[config.mk]
export PLATFORM = sky130hd
export DESIGN_NAME = brp_front
export DESIGN_NICKNAME = d
export VERILOG_FILES = /design/src/hdl/brp_pkg.sv /design/src/hdl/brp_front.sv
export SDC_FILE = /design/constraint.sdc
export NUM_CORES = 1
export LEC_CHECK = 0
export BUFFER_PORTS_ARGS = -buffer_cell sky130_fd_sc_hd__buf_4
export CAP_MARGIN = 40
export CORE_UTILIZATION = 45
export DETAILED_ROUTE_END_ITERATION = 16
export GPL_ROUTABILITY_DRIVEN = 1
export GPL_TIMING_DRIVEN = 0
export HOLD_SLACK_MARGIN = 0.12
export PLACE_DENSITY = 0.72
export SLEW_MARGIN = 5
export SYNTH_ARGS = -nofsm -noshare
export SYNTH_HDL_FRONTEND = slang
export SYNTH_SLANG_ARGS = --single-unit
[constraint.sdc]
create_clock -name clock -period 6.8 [get_ports clock]
set_input_delay 1.36 -clock clock [delete_from_list [all_inputs] [get_ports clock]]
set_output_delay 1.36 -clock clock [all_outputs]
set_load 0.02 [all_outputs]
[src/hdl/brp_pkg.sv]
// ----------------------------------------------------------------------------
// BMP pixel row unpacker package
// Shared item types, register indexes and pixel constants.
// ----------------------------------------------------------------------------
`default_nettype none

package brp_pkg;

   localparam int CSR_INDEX_W = 2;
   localparam int CSR_DATA_W  = 24;

   localparam logic [CSR_INDEX_W-1:0] CSR_PIXEL_MODE  = 2'd0;
   localparam logic [CSR_INDEX_W-1:0] CSR_CHROMA_KEY  = 2'd1;
   localparam logic [CSR_INDEX_W-1:0] CSR_IMAGE_WIDTH = 2'd2;

   localparam logic [1:0] MODE_PAL8  = 2'd0;
   localparam logic [1:0] MODE_RGB16 = 2'd1;
   localparam logic [1:0] MODE_BGR24 = 2'd2;
   localparam logic [1:0] MODE_BGR32 = 2'd3;

   localparam logic       FUNC_PALETTE = 1'b0;
   localparam logic       FUNC_PIXEL   = 1'b1;

   localparam logic [23:0] KEY_TOLERANCE = 24'hfefefe;
   localparam logic [31:0] ALPHA_CLEAR   = 32'hfc000000;
   localparam logic [31:0] ALPHA_OPAQUE  = 32'hff000000;

   localparam logic [1:0]  RESET_MODE  = MODE_BGR32;
   localparam logic [12:0] RESET_WIDTH = 13'd1;

   typedef struct packed {
      logic        func;
      logic [7:0]  palette_index;
      logic [31:0] palette_word;
      logic [7:0]  data_byte;
   } req_type;

   typedef struct packed {
      logic [31:0] pixel_argb;
      logic        row_last;
   } rsp_type;

   // Configuration as seen by the datapath.
   typedef struct packed {
      logic [1:0]  pixel_mode;
      logic [23:0] chroma_key;
      logic [12:0] image_width;
      logic        row_restart;
   } cfg_type;

   // Palette memory access issued when an item is accepted.
   typedef struct packed {
      logic        wr_en;
      logic [7:0]  wr_index;
      logic [31:0] wr_data;
      logic        rd_en;
      logic [7:0]  rd_index;
   } pal_req_type;

   // Item held between the input side and the result register.
   typedef struct packed {
      logic        valid;
      logic        use_palette;
      logic        palette_miss;
      logic [31:0] pixel;
      logic        row_last;
   } stage_type;

endpackage

`default_nettype wire

[src/hdl/brp_front.sv]
// ----------------------------------------------------------------------------
// BMP unpacker front end
// Row tracking, byte assembly and pixel formatting, resolved at the accept edge
// into one held stage, plus the palette word transform for palette writes.
// ----------------------------------------------------------------------------
`default_nettype none

module brp_front #(
   parameter int MAX_WIDTH       = 4096,
   parameter int PALETTE_ENTRIES = 256
) (
   input  wire logic             clock,
   input  wire logic             reset,
   input  wire brp_pkg::cfg_type cfg,
   input  wire logic             accept,
   input  wire brp_pkg::req_type req,
   input  wire logic             stage_take,
   output brp_pkg::pal_req_type  pal_req,
   output brp_pkg::stage_type    stage
);

   import brp_pkg::*;

   localparam logic [16:0] MAX_W    = 17'(MAX_WIDTH);
   localparam logic [8:0]  PAL_SIZE = 9'(PALETTE_ENTRIES);

   logic [14:0] pos_ff, pos_in;
   logic [23:0] asm_ff, asm_in;
   logic [1:0]  phase_ff, phase_in;
   logic [12:0] count_ff, count_in;
   stage_type   stage_ff, stage_in;

   logic [12:0] eff_width;
   logic [14:0] width_mul;
   logic [14:0] row_bytes;
   logic [15:0] pos_inc;
   logic [23:0] asm_new;
   logic [12:0] count_inc;
   logic        in_row;
   logic        pixel_done;
   logic        is_pixel;
   logic [31:0] fmt_pixel;
   logic [23:0] key_masked;
   logic        key_hit;
   logic        alpha_hit;

   // Width 0 behaves as 1, anything past the limit as the limit.
   always_comb begin
      if (cfg.image_width == 13'd0) begin
         eff_width = 13'd1;
      end else if ({4'b0, cfg.image_width} > MAX_W) begin
         eff_width = MAX_W[12:0];
      end else begin
         eff_width = cfg.image_width;
      end
   end

   always_comb begin
      case (cfg.pixel_mode)
         MODE_PAL8:  width_mul = {2'b0, eff_width};
         MODE_RGB16: width_mul = {1'b0, eff_width, 1'b0};
         MODE_BGR24: width_mul = {2'b0, eff_width} + {1'b0, eff_width, 1'b0};
         default:    width_mul = {eff_width, 2'b0};
      endcase
   end

   // Rows are padded to a multiple of four bytes.
   assign row_bytes = (width_mul + 15'd3) & ~15'd3;
   assign pos_inc   = {1'b0, pos_ff} + 16'd1;
   assign count_inc = count_ff + 13'd1;
   assign in_row    = count_ff < eff_width;
   assign is_pixel  = req.func == FUNC_PIXEL;

   always_comb begin
      case (phase_ff)
         2'd0:    asm_new = asm_ff | {16'b0, req.data_byte};
         2'd1:    asm_new = asm_ff | {8'b0, req.data_byte, 8'b0};
         2'd2:    asm_new = asm_ff | {req.data_byte, 16'b0};
         default: asm_new = asm_ff;
      endcase
   end

   // A pixel is complete once the phase reaches bytes-per-pixel minus one.
   assign pixel_done = in_row && (phase_ff >= cfg.pixel_mode);

   always_comb begin
      case (cfg.pixel_mode)
         MODE_RGB16: fmt_pixel = {8'hff,
                                  asm_new[14:10], asm_new[14:12],
                                  asm_new[9:5], asm_new[9:7],
                                  asm_new[4:0], asm_new[4:2]};
         MODE_BGR24: begin
            if (cfg.chroma_key != 24'd0 && cfg.chroma_key == asm_new) begin
               fmt_pixel = 32'd0;
            end else begin
               fmt_pixel = {8'h00, asm_new} | ALPHA_OPAQUE;
            end
         end
         default:    fmt_pixel = {8'h00, asm_new} | ALPHA_OPAQUE;
      endcase
   end

   always_comb begin
      pos_in   = pos_ff;
      asm_in   = asm_ff;
      phase_in = phase_ff;
      count_in = count_ff;
      if (cfg.row_restart) begin
         pos_in   = '0;
         asm_in   = '0;
         phase_in = '0;
         count_in = '0;
      end else if (accept && is_pixel) begin
         if (in_row) begin
            if (pixel_done) begin
               asm_in   = '0;
               phase_in = '0;
               count_in = count_inc;
            end else begin
               asm_in   = asm_new;
               phase_in = phase_ff + 2'd1;
            end
         end
         pos_in = pos_inc[14:0];
         if (pos_inc >= {1'b0, row_bytes}) begin
            pos_in   = '0;
            asm_in   = '0;
            phase_in = '0;
            count_in = '0;
         end
      end
   end

   // Palette words are stored already keyed and made opaque.
   assign key_masked = cfg.chroma_key & KEY_TOLERANCE;
   assign key_hit    = key_masked != 24'd0 &&
                       (req.palette_word[23:0] & KEY_TOLERANCE) == key_masked;
   assign alpha_hit  = (req.palette_word & ALPHA_CLEAR) == ALPHA_CLEAR;

   always_comb begin
      pal_req.wr_en    = accept && !is_pixel && ({1'b0, req.palette_index} < PAL_SIZE);
      pal_req.wr_index = req.palette_index;
      pal_req.wr_data  = (key_hit || alpha_hit) ? 32'd0 : (req.palette_word | ALPHA_OPAQUE);
      pal_req.rd_en    = accept && is_pixel && pixel_done && cfg.pixel_mode == MODE_PAL8;
      pal_req.rd_index = asm_new[7:0];
   end

   always_comb begin
      stage_in = stage_ff;
      if (accept) begin
         stage_in.valid        = is_pixel && pixel_done;
         stage_in.use_palette  = cfg.pixel_mode == MODE_PAL8;
         stage_in.palette_miss = {1'b0, asm_new[7:0]} >= PAL_SIZE;
         stage_in.pixel        = fmt_pixel;
         stage_in.row_last     = count_inc >= eff_width;
      end else if (stage_take) begin
         stage_in.valid = 1'b0;
      end
   end

   always_ff @(posedge clock) begin
      if (reset) begin
         pos_ff         <= '0;
         asm_ff         <= '0;
         phase_ff       <= '0;
         count_ff       <= '0;
         stage_ff.valid <= 1'b0;
      end else begin
         pos_ff         <= pos_in;
         asm_ff         <= asm_in;
         phase_ff       <= phase_in;
         count_ff       <= count_in;
         stage_ff.valid <= stage_in.valid;
      end
      stage_ff.use_palette  <= stage_in.use_palette;
      stage_ff.palette_miss <= stage_in.palette_miss;
      stage_ff.pixel        <= stage_in.pixel;
      stage_ff.row_last     <= stage_in.row_last;
   end

   assign stage = stage_ff;

endmodule

`default_nettype wire

# ---- Word-level counts from Yosys, hierarchy flattened
# Cells that the tools add are included.
dict set report totals {
  register_bits 89
  input_bits 93
  out_inout_bits 86
}
dict set report op_classes {
  addsub 5
  order_cmp 5
  eq_ne 7
  muxes 19
  bitwise_logic 3
  reduce_logical 21
}
# op count
set ops {}
lappend ops {{two-way mux 24 bit} 3}
lappend ops {{one-hot mux 24 bit (3 select lines)} 1}
lappend ops {{two-way mux 13 bit} 5}
lappend ops {{two-way mux 32 bit} 2}
lappend ops {{one-hot mux 32 bit (2 select lines)} 1}
lappend ops {{nonzero test 24 bit} 2}
lappend ops {{one-hot mux 15 bit (3 select lines)} 1}
lappend ops {{== test 24 bit} 1}
lappend ops {{bitwise OR 24 x 16 -> 24 bit} 1}
lappend ops {{bitwise OR 24 bit} 1}
lappend ops {{bitwise OR 24 x 8 -> 24 bit} 1}
lappend ops {{== test 21 bit} 1}
lappend ops {{adder 15 x 1 -> 16 bit, second input constant} 1}
lappend ops {{greater-or-equal comparator 16 x 15 -> 1 bit} 1}
lappend ops {{adder 13 x 14 -> 15 bit} 1}
lappend ops {{adder 15 x 2 -> 15 bit, second input constant} 1}
lappend ops {{two-way mux 15 bit} 1}
lappend ops {{adder 13 x 1 -> 13 bit, second input constant} 1}
lappend ops {{greater-or-equal comparator 13 bit} 1}
lappend ops {{greater-than comparator 13 bit, second input constant} 1}
lappend ops {{zero test 13 bit} 1}
lappend ops {{< comparator 13 bit} 1}
lappend ops {{logical AND 1 bit} 8}
lappend ops {{== test 6 bit, second input constant} 1}
lappend ops {{13 further kinds} 21}

# ---- Logic depth before layout (Yosys ltp)
# Gate-level depths: netlist (run 1).
dict set report logic_depth {
  word_depth 9
  ltp_mapped 26
}

# ---- Worst setup path before layout (run 1)
# No wires, ideal clock.
dict set report synth_timing {
  path_type {input port to flip-flop}
  start {input cfg[6] in the netlist's numbering}
  end {register count_ff[5]}
  t_arrival_ns 6.620
  required_time_ns 6.730
  path_slack_ns 0.110
  stages 26
  path_buffers 3
  cell_sequence {buf_4 > or4_4 > nor3_1 > nor2_1 > nor2_1 > ha_1 > fa_1 > nand3_1 > a2111oi_1 > nor3_1 > o31ai_2 > nand4bb_4 > nor4_4 > nand2_1 > xor2_1 > ha_1 > o21a_1 > o21ai_0 > nor2_1 > o2111ai_1 > nand4_1 > clkbuf_1 > nor3_1 > clkbuf_1 > nand2_1 > a21oi_1}
}
dict set report synth_between {
  elab_chain_cells 9
  word_cells_on_any_way 14
  classes_between {2 x add/sub; 3 x order compare; 4 x mux; 5 x reduce/logical}
}
# item line_no
set synth_lines {}
lappend synth_lines {{start: declaration} brp_front.sv:14} ;# input wire brp_pkg::cfg_type cfg,
lappend synth_lines {{greater-than comparator 13 bit} brp_front.sv:51} ;# end else if ({4'b0, cfg.image_width} > MAX_W) begin
lappend synth_lines {{two-way mux 13 bit} brp_front.sv:51}
lappend synth_lines {{two-way mux 13 bit *} brp_front.sv:49} ;# if (cfg.image_width == 13'd0) begin
lappend synth_lines {{adder 13 x 14 -> 15 bit} brp_front.sv:62} ;# MODE_BGR24: width_mul = {2'b0, eff_width} + {1'b0, eff_width, 1'b0};
lappend synth_lines {{one-hot mux 15 bit (3 select lines)} brp_front.sv:59} ;# case (cfg.pixel_mode)
lappend synth_lines {{adder 15 x 2 -> 15 bit} brp_front.sv:68} ;# assign row_bytes = (width_mul + 15'd3) & ~15'd3;
lappend synth_lines {{greater-or-equal comparator 16 x 15 -> 1 bit} brp_front.sv:125} ;# if (pos_inc >= {1'b0, row_bytes}) begin
lappend synth_lines {{nonzero test 2 bit (no line)} -}
lappend synth_lines {{AND reduction 3 bit (no line)} -}
lappend synth_lines {{end signal: assignment} brp_front.sv:172} ;# count_ff <= count_in;
lappend synth_lines {{end: declaration} brp_front.sv:30} ;# logic [12:0] count_ff, count_in;
# Mark *: on every way between the ends. The rest lies on a longest branch, timed or not.
# A chain may end at the register's enable or synchronous reset.

# ---- Worst setup path in the final report (run 1)
dict set report layout_timing {
  start {input cfg[1] in the netlist's numbering}
  end {register asm_ff[21]}
}
dict set report layout_between {
  elab_chain_cells 9
  word_cells_on_any_way 15
  classes_between {2 x add/sub; 3 x order compare; 6 x mux; 4 x reduce/logical}
}
# item line_no
set layout_lines {}
lappend layout_lines {{greater-than comparator 13 bit} brp_front.sv:51}
lappend layout_lines {{two-way mux 13 bit} brp_front.sv:51}
lappend layout_lines {{two-way mux 13 bit *} brp_front.sv:49}
lappend layout_lines {{adder 13 x 14 -> 15 bit} brp_front.sv:62}
lappend layout_lines {{one-hot mux 15 bit (3 select lines)} brp_front.sv:59}
lappend layout_lines {{adder 15 x 2 -> 15 bit} brp_front.sv:68}
lappend layout_lines {{greater-or-equal comparator 16 x 15 -> 1 bit} brp_front.sv:125}
lappend layout_lines {{nonzero test 2 bit (no line)} -}
lappend layout_lines {{AND reduction 2 bit (no line)} -}
lappend layout_lines {{end signal: assignment} brp_front.sv:170} ;# asm_ff <= asm_in;
lappend layout_lines {{end: declaration} brp_front.sv:28} ;# logic [23:0] asm_ff, asm_in;
# Mark *: on every way between the ends. The rest lies on a longest branch, timed or not. The select of a mux whose other input is x is not followed.

==> results of run 1 <==
[worst paths after layout]
check	slack [ns]	to
max	0.29	asm_ff[21]
min	0.46	asm_ff[8]
max reg2reg	2.92	stage[4]
min reg2reg	0.46	asm_ff[8]
[power breakdown]
part	total, W	switching [W]	internal, W
sequential	0.000526	0.00000580	0.000520
combinational	0.000410	0.000235	0.000175
clock	0.000456	0.000207	0.000249
total	0.00139	0.000448	0.000943
[per-layer routing]
layer,routed length [um],global-route usage [%]
met5,0,0
met4,247,6.159
met3,1827,5.780
met2,9676,38.08
met1,10270,37.77
[worst max-delay path: cells and delay by family]
kind | cells | cell delay (ns)
AO/OA/AOI/OAI | 7 | 1.48
XOR/XNOR | 1 | 0.18
adder cells (fa/ha/maj) | 3 | 0.72
buffers and inverters | 4 | 0.67
AND/OR/NAND/NOR | 12 | 2.37
[cell usage in the layout, fill, tap and decap left out, types with 11 or more instances in the layout]
master      n
buf_4     197
nand2_1    72
xnor2_1    66
a21oi_1    66
ha_1       63
nor2_1     58
dfxtp_1    55
inv_1      35
o21ai_0    30
nand3_1    29
and2_1     27
edfxtp_1   27
o22ai_1    22
clkbuf_1   20
xor2_1     17
and3b_1    17
o21ai_1    17
mux2i_1    14
nand4_1    14
nor4_1     14
a22oi_1    13
a21o_1     12
or2_2      11
[logic make-up after synthesis]
logic type,share of synthesized area (%)
other,0.05143
AOI/OAI and AO/OA,20.47
adders and majority gates,11.08
buffers and inverters,6.572
muxes,2.076
and+or+nand+nor,23.56
DFF,26.22
xor gates and xnor gates,9.969
[repair_timing]
action | 4_1_cts | 5_1_grt
endpoints found under the hold margin | 0 | 0
hold buffers | 0 | 0
setup endpoints to repair | 54 | 51
pin swaps | 2 | 4
gates resized for setup | 16 | 25
setup buffers | 2 | 3
[final cells by class]
class                           instances  area, um^2  share of cell area [%]
Timing Repair Buffer                  173        1294                   14.00
Clock buffer                            9       225.2                   2.437
Multi-Input combinational cell        709        4981                   53.89
Buffer                                 62       369.1                   3.994
Tap cell                              216       270.3                   2.924
Inverter                               37       138.9                   1.503
Clock inverter                          7       52.55                  0.5686
Sequential cell                        82        1912                   20.68
[state kept, by name, indices dropped and copies added (netlist names)]
register	flops
count_ff	13
pos_ff	15
stage	28
asm_ff	24
phase_ff	2
[per-stage QoR]
step           util (%)  cells  hold WS [ns]  setup slack (ns)
6_report          58.40   1295        0.4589            0.2868
3_3_place_gp      55.65   1272        0.4404            -1.316
5_1_grt           58.40   1295        0.4793          -0.02810
2_1_floorplan         -    890        0.4332            0.1099
3_5_place_dp      55.72   1274        0.4491            -1.340
4_1_cts           57.90   1292        0.4576            0.1292
==> metrics.md, run 1 <==
| Metric | Value |
|---|---|
| Share of cells above drive strength 1 | `24.56%` |
| Routability Congestion | `0.9680` |
| ANT cells | `0` |
| Avg Inst Size Synth | `8.193 um^2` |
| Type of origin of the critical path | `input pin` |
| Hold Crit Start | `asm_ff[8]` |
| Number of synthesized flops with an enable pin | `27` |
| Slew margin rel. | `37.04%` |
| Sequential-to-total area share from yosys stat | `26.22%` |
| Clock skew | `0.008140 ns` |
| Mapped Area | `0.007292 mm^2` |
| DR pass1 iterations | `5` |
| Synthesized flop and latch total | `82` |
| Final #Nets | `1231` |
| Hold Path Stages | `2` |
| # IOs | `179` |
| Launch point of the worst reg-to-reg path | `phase_ff[1]` |
| Pwr/cell area | `150.5 mW/mm^2` |
| Total power | `0.001391 W` |
| CP Capture Type | `flip-flop` |
| Highest clock rate | `153.5 MHz` |
| Vias in the first global route | `6342` |
| Warnings from Yosys | `0` |
| Setup violations, final | `0` |
| Crit path from | `cfg[1]` |
| DIE AREA | `0.01672 mm^2` |
| Mapped Cells | `890` |
| Crit path arrival time | `6.79 ns` |
| Slew Limit Fails | `0` |
| Syn Nets | `1047` |
| Initial core utilization | `46.07%` |
| Max clock buf depth | `2` |
| CP max FO | `10` |
| Die width | `129.3 um` |
| Skew-Pair Late Insertion Delay | `0.35 ns` |
| Status | `finished, final reports clean` |
| Die Height | `129.3 um` |
| Slowest stage delay, CP | `0.57 ns` |
| Routed len/inst | `17.01 um` |
| P&R area growth vs syn | `26.75%` |
| Peak VDD IR | `0.0001426 V` |
| Cell Area, Placed | `0.008818 mm^2` |
| Post-synth top flop | `dfxtp_1` |
| Post-synth top area share | `15.10%` |
| Slowest cell on crit path | `or4_4` |
| Type of the worst min-delay path | `flip-flop to flip-flop` |
| Synth top area cells | `dfxtp_1 (15%), edfxtp_1 (11%), ha_1 (11%), xnor2_1 (7.9%), a21oi_1 (4.6%)` |
| Tcrit/Tclk final | `95.78%` |
| Fill count | `1463` |
| FFs w/ async S/R, synth | `0%` |
| Largest net degree at the start of global routing | `32` |
| Worst Reg-to-Reg Cells | `12` |
| CP required | `7.08 ns` |
| Design area | `0.009243 mm^2` |
| Clock transition at path regs | `0.06 ns` |
| Initial antenna violation count | `0` |
| Leak Pwr | `3.964 nW` |
| Tot GR Track Use | `25.80%` |
| Routed via count | `7328` |
| Htree depth | `3` |
| Hold Vio Cnt, Final | `0` |
| Worst-margin pin slew | `0.9345 ns` |
| Vias/cell | `5.659` |
| Post-synthesis cell type count | `73` |
| Setup CP Type | `input pin to flip-flop` |
| Drc violations | `0` |
| Total grt overflow | `0` |
| # Max-Cap Violations | `0` |
| Routed WL | `22.03 mm` |
| DP HPWL | `17.52 mm` |
| Core Area | `0.01583 mm^2` |
| Most common cell on crit path | `buf_4` |
| Antenna Nets Post-Route | `0` |
| Number of port buffers | `166` |
| 1st-iter DRT viols | `690` |
| Yosys top cell by area | `dfxtp_1` |
| Global-route wire length before repair | `33.49 mm` |
| Min cycle time layout | `6.513 ns` |
| Site row count | `46` |
| Root Driver | `clkbuf_16` |
| Top-count cell post-synth | `nand2_1` |
| CTS tree | `built` |
| Num CTS Buffers | `9` |
| Leading cell types by count after synthesis | `nand2_1 (72), a21oi_1 (67), xnor2_1 (66)` |
| Final TNS setup | `0 ns` |
| Sinks on Clock Net | `82` |
Power figures use the tool's default switching activity.
==> inputs of run 2 (changes only) <==
- CORE_UTILIZATION: 45 -> 50
- PLACE_DENSITY: 0.72 -> 0.78
==> run 2 against run 1 <==
Net effect: clock power is 8.1% higher; power is 2.9% higher; routed wire length is 4.2% higher; highest routed layer unchanged; combinational power hardly changed; sequential cell count stayed put; final cell count is 3.0% lower; core utilization is 7.0 points higher; global-route usage is 4.5 points higher.
==> metrics.md, run 2 (same netlist as run 1, synthesis figures left out) <==
| Metric | Value |
|---|---|
| Status | `finished, final reports clean` |
| Pwr/cell area | `155.8 mW/mm^2` |
| Initial antenna violation count | `0` |
| Share of cells above drive strength 1 | `23.98%` |
| DR pass1 iterations | `5` |
| 1st-iter DRT viols | `682` |
| Crit path arrival time | `6.73 ns` |
| Hold Vio Cnt, Final | `0` |
| Largest register FFs | `28` |
| Critical Path Sink | `count_ff[2]` |
| Layout Cells excl Fill | `1256` |
| # IOs | `179` |
| Min cycle time layout | `6.444 ns` |
| Global-route wire length before repair | `34.61 mm` |
| CP Capture Type | `flip-flop` |
| Type of origin of the critical path | `input pin` |
| Num CTS Buffers | `9` |
| Routed via count | `7447` |
| ANT cells | `0` |
| DIE AREA | `0.01507 mm^2` |
| Slew margin rel. | `46.30%` |
| CP max FO | `10` |
| Number of port buffers | `166` |
| Worst-margin pin slew | `0.7971 ns` |
| Type of the worst min-delay path | `flip-flop to flip-flop` |
| Total grt overflow | `0` |
| Sinks on Clock Net | `82` |
| Clock transition at path regs | `0.06 ns` |
| Setup violations, final | `0` |
| CTS tree | `built` |
| Final #Nets | `1228` |
| Antenna Nets Post-Route | `0` |
| FF-to-FF End | `asm_ff[2]` |
| Site row count | `43` |
| Launch point of the worst reg-to-reg path | `pos_ff[0]` |
| CP required | `7.09 ns` |
| Final TNS setup | `0 ns` |
| Routed WL | `22.94 mm` |
| P&R area growth vs syn | `25.93%` |
| Dpl ws | `-1.143 ns` |
| Tcrit/Tclk final | `94.76%` |
| Initial core utilization | `51.93%` |
| Largest net degree at the start of global routing | `32` |
| Tot GR Track Use | `30.27%` |
| Most frequent cells in the layout | `buf_4 (194), nand2_1 (72), a21oi_1 (67), xnor2_1 (66), ha_1 (63)` |
| Crit path from | `cfg[1]` |
| Vias in the first global route | `6800` |
| Leak Pwr | `3.957 nW` |
| Clock skew | `0.007007 ns` |
| Vias/cell | `5.929` |
| Die Height | `122.8 um` |
| DP HPWL | `18.17 mm` |
| Slew Limit Fails | `0` |
| Skew-Pair Late Insertion Delay | `0.36 ns` |
| Routability Congestion | `0.9790` |
| Root Driver | `clkbuf_16` |
| Min Hold Slack | `0.4503 ns` |
| Worst Reg-to-Reg Cells | `16` |
| Peak VDD IR | `0.0001880 V` |
| Max clock buf depth | `2` |
| Highest clock rate | `155.2 MHz` |
| # Max-Cap Violations | `0` |
| Routed len/inst | `18.27 um` |
| Setup CP Type | `input pin to flip-flop` |
| Htree depth | `3` |
| Die width | `122.8 um` |
| Drc violations | `0` |
| Setup slack after layout | `0.3560 ns` |
| Core Area | `0.01404 mm^2` |
| Total power | `0.001431 W` |
| Most common cell after layout, fill and taps aside | `buf_4` |
| Setup slack, reg-to-reg | `2.95 ns` |
| Cells after DPL | `1238` |
run 2: changes by cell type in the layout (fill, tap and decap cells not counted), sizes merged:
cell,previous run,this run
clkinvlp,5,1
bufinv,0,1
clkbuf,36,35
clkinv,2,5
clkdlybuf4s18,0,1
buf,208,205
run 2: worst min path at each step:
| stage | from | end | slack (ns) | depth (start not counted) |
|---|---|---|---|---|
| floorplan | asm_ff[21] | asm_ff[21] | 0.43 | 2 |
| global placement | asm_ff[8] | asm_ff[8] | 0.44 | 2 |
| detailed placement | asm_ff[8] | asm_ff[8] | 0.45 | 2 |
| CTS | asm_ff[8] | asm_ff[8] | 0.45 | 2 |
| global route | asm_ff[18] | asm_ff[18] | 0.47 | 2 |
| finish | asm_ff[8] | asm_ff[8] | 0.45 | 2 |
run 2: per-layer routing:
layer,global-route usage [%],routed length [um]
met4,15.55,1014
met3,7.249,2299
met5,0,0
met2,51.05,10670
met1,35.56,8962
run 2: what timing repair did:
item,in CTS,in global routing
pin swaps,1,1
resized for setup,12,17
hold buffers,0,0
cloned,0,0
setup endpoints to repair,54,54
setup buffers,2,1
run 2: critical path, cell delays in order:
cell and delay (ns):
buf_4 0.12, or4_4 0.57, nor3_4 0.23, nor2_1 0.09, nor2_4 0.17, ha_1 0.22
fa_1 0.24, nand3_2 0.15, a2111oi_4 0.38, nor3_1 0.10, o31ai_2 0.18, buf_4 0.17
nand4bb_4 0.16, nor4_4 0.26, nand2_1 0.11, xor2_1 0.18, ha_1 0.27, o21a_1 0.16
o21ai_0 0.20, nor2_1 0.09, o2111ai_1 0.13, and4_2 0.33, buf_1 0.44, o21a_1 0.19
o21ai_0 0.06, a21oi_1 0.14
run 2: per-stage QoR:
stage | util [%] | cell area [um^2]
3_5_place_dp | 62.51 | 8778
5_1_grt | 65.39 | 9183
3_3_place_gp | 62.41 | 8763
6_report | 65.39 | 9183
4_1_cts | 64.93 | 9117
2_1_floorplan | - | 7292
run 2: area by class of cell:
class | instances | area (um^2)
tap | 180 | 225.2
inverter | 37 | 138.9
fill | 1250 | 4860
sequential | 82 | 1912
multi-input combinational | 709 | 4981
buffer | 61 | 349.1
clock buffer | 9 | 225.2
clock inverter | 7 | 67.56
timing repair buffer | 171 | 1284
run 2: report_power, final:
group	total, W	switching (W)	internal (W)
registers	0.000525	0.00000553	0.000520
clock network	0.000493	0.000210	0.000284
logic	0.000412	0.000239	0.000173
